--- src/hw/rtl/gsa_pkg.sv ---
// Shared types and constants for the generational slot allocator.
// No dependencies; imported by the find-first unit and the top level.
package gsa_pkg;

    // Handle geometry
    localparam int SLOT_COUNT = 1024;
    localparam int IDX_W      = $clog2(SLOT_COUNT);
    localparam int GEN_W      = 16;
    localparam int CNT_W      = IDX_W + 1;

    // Alive marks are packed into words of WORD_W bits
    localparam int WORD_W  = 32;
    localparam int BIT_W   = $clog2(WORD_W);
    localparam int WORDS   = SLOT_COUNT / WORD_W;
    localparam int WADDR_W = IDX_W - BIT_W;

    // Request codes
    localparam logic [1:0] REQ_SPAWN   = 2'd0;
    localparam logic [1:0] REQ_DESPAWN = 2'd1;
    localparam logic [1:0] REQ_CHECK   = 2'd2;

    // Status codes
    localparam logic [1:0] STAT_OK    = 2'd0;
    localparam logic [1:0] STAT_STALE = 2'd1;
    localparam logic [1:0] STAT_FULL  = 2'd2;

    // Result of the shared find-first unit
    typedef struct packed {
        logic             found;
        logic [BIT_W-1:0] pos;
    } ff_res_t;

endpackage

--- src/hw/rtl/gsa_find_first.sv ---
// Shared find-first unit: position of the lowest set bit of one word.
// Depends on gsa_pkg for the word width and result type.
module gsa_find_first
    import gsa_pkg::*;
(
    input  logic [WORD_W-1:0] vec,
    output ff_res_t           res
);

    // Priority encoder, lowest bit wins
    always_comb begin
        res.found = |vec;
        res.pos   = '0;
        for (int i = WORD_W - 1; i >= 0; i--) begin
            if (vec[i]) begin
                res.pos = BIT_W'(i);
            end
        end
    end

endmodule

--- config.mk ---
export PLATFORM = sky130hd
export DESIGN_NAME = gsa_find_first
export DESIGN_NICKNAME = d
export VERILOG_FILES = /design/src/hw/rtl/gsa_pkg.sv /design/src/hw/rtl/gsa_find_first.sv
export SDC_FILE = /design/constraint.sdc
export NUM_CORES = 1
export LEC_CHECK = 0
export BUFFER_PORTS_ARGS = -buffer_cell sky130_fd_sc_hd__buf_2
export CAP_MARGIN = 5
export CORE_AREA = 2 2 39 41
export DETAILED_ROUTE_END_ITERATION = 10
export DIE_AREA = 0 0 41 43
export PLACE_DENSITY = 0.63
export SLEW_MARGIN = 20
export SYNTH_ARGS = -nofsm -noshare
export SYNTH_HDL_FRONTEND = slang
export SYNTH_SLANG_ARGS = --single-unit
--- constraint.sdc ---
create_clock -name vclk -period 2.1
set_clock_uncertainty 0.1 [all_clocks]
set_input_delay 0.105 -clock vclk [all_inputs]
set_output_delay 0.105 -clock vclk [all_outputs]
set_load 0.01 [all_outputs]
# [Word-level counts from Yosys, hierarchy flattened]
# Index checks and enable logic that the tools add are counted.
[classes] add_sub_neg=0 n_mul=0 div=0 magnitude_cmp=0 n_eq_ne=0 shifts=0 n_mux=32 bitwise=0 n_reduce_logical=1
[ops] cell="two-way mux 5 bit" n=32
[ops] cell="OR reduction 32 bit" n=1
[totals] reg_bits=0 latchBits=0 mem_bits_rw=0 mem_bits_ro=0 inputBits=32 n_memories=0

# [Depth between registers and ports, before layout]
[depth] word_depth=32 ltp_mapped=5 depth_no_buf=5

# [Worst setup path before layout]
# Ideal clock, no wire load.
[synth_timing] path_type="input-to-output" startpoint="input port vec[30]" endpoint="output port res[0] (netlist name)" arrival_time_ps=1039 t_required_ps=1895 setup_slack_ps=856 path_stages=5 path_buffers=0 cell_sequence="nor3b_1 > nor3_1 > o31ai_1 > o2111ai_1 > a221oi_1"
[synth_lines] item="start, declared" line_no="gsa_find_first.sv:6" rtl="input logic [WORD_W-1:0] vec,"
[synth_lines] item="end, declared" line_no="gsa_find_first.sv:7" rtl="output ff_res_t res"

==> results.py <==
metrics = {
    "die": {
        "initial_utilization_pct": 27.85,
        "row_count": 14,
        "die_w_um": 41,
        "dieArea_mm2": 0.001763,
        "pin_count": 38,
        "die_h_um": 43,
        "fp.coreArea_mm2": 0.001384,
    },
    "timing": {
        "worst_slew_pin_slew_ps": 547.6,
        "layout_min_cycle_time_ps": 1533,
        "max_freq_mhz": 652.4,
        "maxSlewViolCount": 0,
        "finalSetupTns_ps": 0,
        "rsz0062_at_grt": "no",
        "max-slew-margin-rel_pct": 63.15,
        "setup_violations": 0,
        "fin_crit_sh_pct": 72.99,
        "hold_viol_final": 0,
    },
    "routing": {
        "routed_via_density": 5.378,
        "vias": 640,
        "drc": 0,
        "first_iter_violations": 9,
        "wirelength_um": 1301,
        "firstDrtPassIters": 3,
        "drtAntennaViolNets": 0,
        "wl_per_cell_um": 10.93,
    },
    "pwr": {
        "peakVddDrop_uv": 54.66,
        "p_per_area_mw_per_mm2": 143.1,
        "p_leak_nw": 0.2718,
    },
    "grt": {
        "top_usage_layer": "met2",
        "grt_max_degree": 6,
        "grt_pass1_wl_um": 1890,
        "grt_use_met2_pct": 24.06,
        "grt_usage_pct": 14.19,
        "first_global_vias": 499,
        "grt-ovfl-total": 0,
        "met1_usage_pct": 20.57,
        "gr-usage-met3_pct": 0,
        "grt_antenna_before_repair": 0,
    },
    "cells_and_area": {
        "fin_nets": 137,
        "final_cell_area_um2": 595.6,
        "numSequentialCells": 0,
        "seqCellArea_um2": 0,
        "drive_above_1_share_pct": 41.75,
        "area_growth_pct": 54.55,
        "antenna-diode-count": 0,
        "clkbuf_count": 0,
    },
    "worst_hold_path": {
        "hp-class": "in2out",
    },
    "placed_design": {
        "place_area_um2": 595.6,
        "place.port_buffers": 38,
        "hpwl_um": 1143,
        "gp_congestion": 0.6908,
    },
    "cts": {
        "holdBufCountCts": 0,
        "postCtsResizedCells": 0,
        "post-cts-setup-buffers": 0,
    },
    "synthesis": {
        "ys.warnings.count": 0,
        "synth_nets": 97,
        "syn_avg_cell_area_um2": 5.929,
        "seq_area_frac_synth_pct": 0,
        "ys_types": 24,
        "netlist_instances": 65,
        "synth_area_um2": 385.4,
    },
    "worst_setup_path": {
        "path_max_fanout": 3,
        "cp.required_ps": 1890,
        "critPathCaptureType": "output port",
        "worst_ep_arrival_time_ps": 1330,
        "worst-setup-path-type": "in2out",
        "startpoint_type": "primary input",
    },
    "run_status": {
        "status": "finished clean",
    },
    "flow_run": {
        "max-cap-violations": 0,
    },
}
## power breakdown
| part | internal (mW) | switching, mW | leakage [nW] |
|---|---|---|---|
| combinational | 0.0396 | 0.0456 | 0.272 |
| sequential | 0 | 0 | 0 |
| clock | 0 | 0 | 0 |
## per-stage QoR
stage / instances / power (mW) / hold slack, ps / worst slack, ps / util, %
floorplan: 65 / 0.02923 / 159.0 / 855.7 / -
global placement: 119 / 0.08361 / 381.9 / 595.1 / 43.04
detailed placement: 119 / 0.08461 / 384.8 / 589.4 / 43.04
CTS: 119 / 0.08500 / 383.1 / 581.2 / 43.04
global route: 119 / 0.09380 / 394.6 / 402.3 / 43.04
finish: 119 / 0.08520 / 379.3 / 567.2 / 43.04
## cells in the mapped netlist (all sizes together)
library cell	count	area share (%)
nor2	10	9.7
a21oi	7	9.1
nor3	7	12
nor4	7	11
inv	6	5.8
o31ai	4	7.8
or4	4	9.7
nand2	3	2.9
o21ai	3	3.9
a2111oi	2	4.5
nor3b	2	3.9
a211oi	1	1.9
a21boi	1	2.9
a21o	1	1.9
a221oi	1	2.3
and2	1	1.6
nand3	1	1.3
nand4	1	1.6
nor2b	1	1.6
o2111ai	1	2.3
o21a	1	1.9
## cells in the final DEF (no fill, tap or decap)
master     Yosys  layout
buf_2          0      38
nor2_1        10      10
nor4_1         7       7
a21oi_1        7       7
inv_1          6       6
nor3_1         5       5
o31ai_1        4       4
nand2_1        3       3
or4_4          2       2
or4_1          2       2
nor3_2         2       2
o21ai_0        2       2
nor3b_1        2       2
a2111oi_0      2       2
and2_1         1       1
nand3_1        1       1
o21ai_1        1       1
a21boi_2       1       1
a211oi_1       1       1
a21o_1         1       1
o21a_1         1       1
nor2b_1        1       1
o2111ai_1      1       1
a221oi_1       1       1
nand4_1        1       1
## final timing paths
kind,from,end,slack (ps),depth (start not counted)
setup / recovery,vec[27],res[5],570,6
hold / removal,vec[0],res[0],380,3
## worst max-delay path: stages
cell	delay, ps
buf_2	110
nor4_1	390
nand3_1	190
nor3_2	230
nand4_1	120
buf_2	170
## per-layer routing
metal | routed length [um] | vias to the layer above
met1 | 618 | 277
met4 | 0 | 0
met5 | 0 | -
met2 | 577 | 25
li1 | - | 338
met3 | 105 | 0
## layout make-up
cell class | instances | area [um^2]
fill | 159 | 788.3
multi-input combinational | 59 | 362.8
timing repair buffer | 38 | 190.2
inverter | 6 | 22.52
tap | 16 | 20.02
## logic make-up (layout without fill, tap and decap cells)
logic type	count (synthesis)	in the layout	synth area share (%)
simple gates	37	37	55.52
buf+inv	6	44	5.844
compound gates	22	22	38.64
Power figures use the tool's default switching activity.
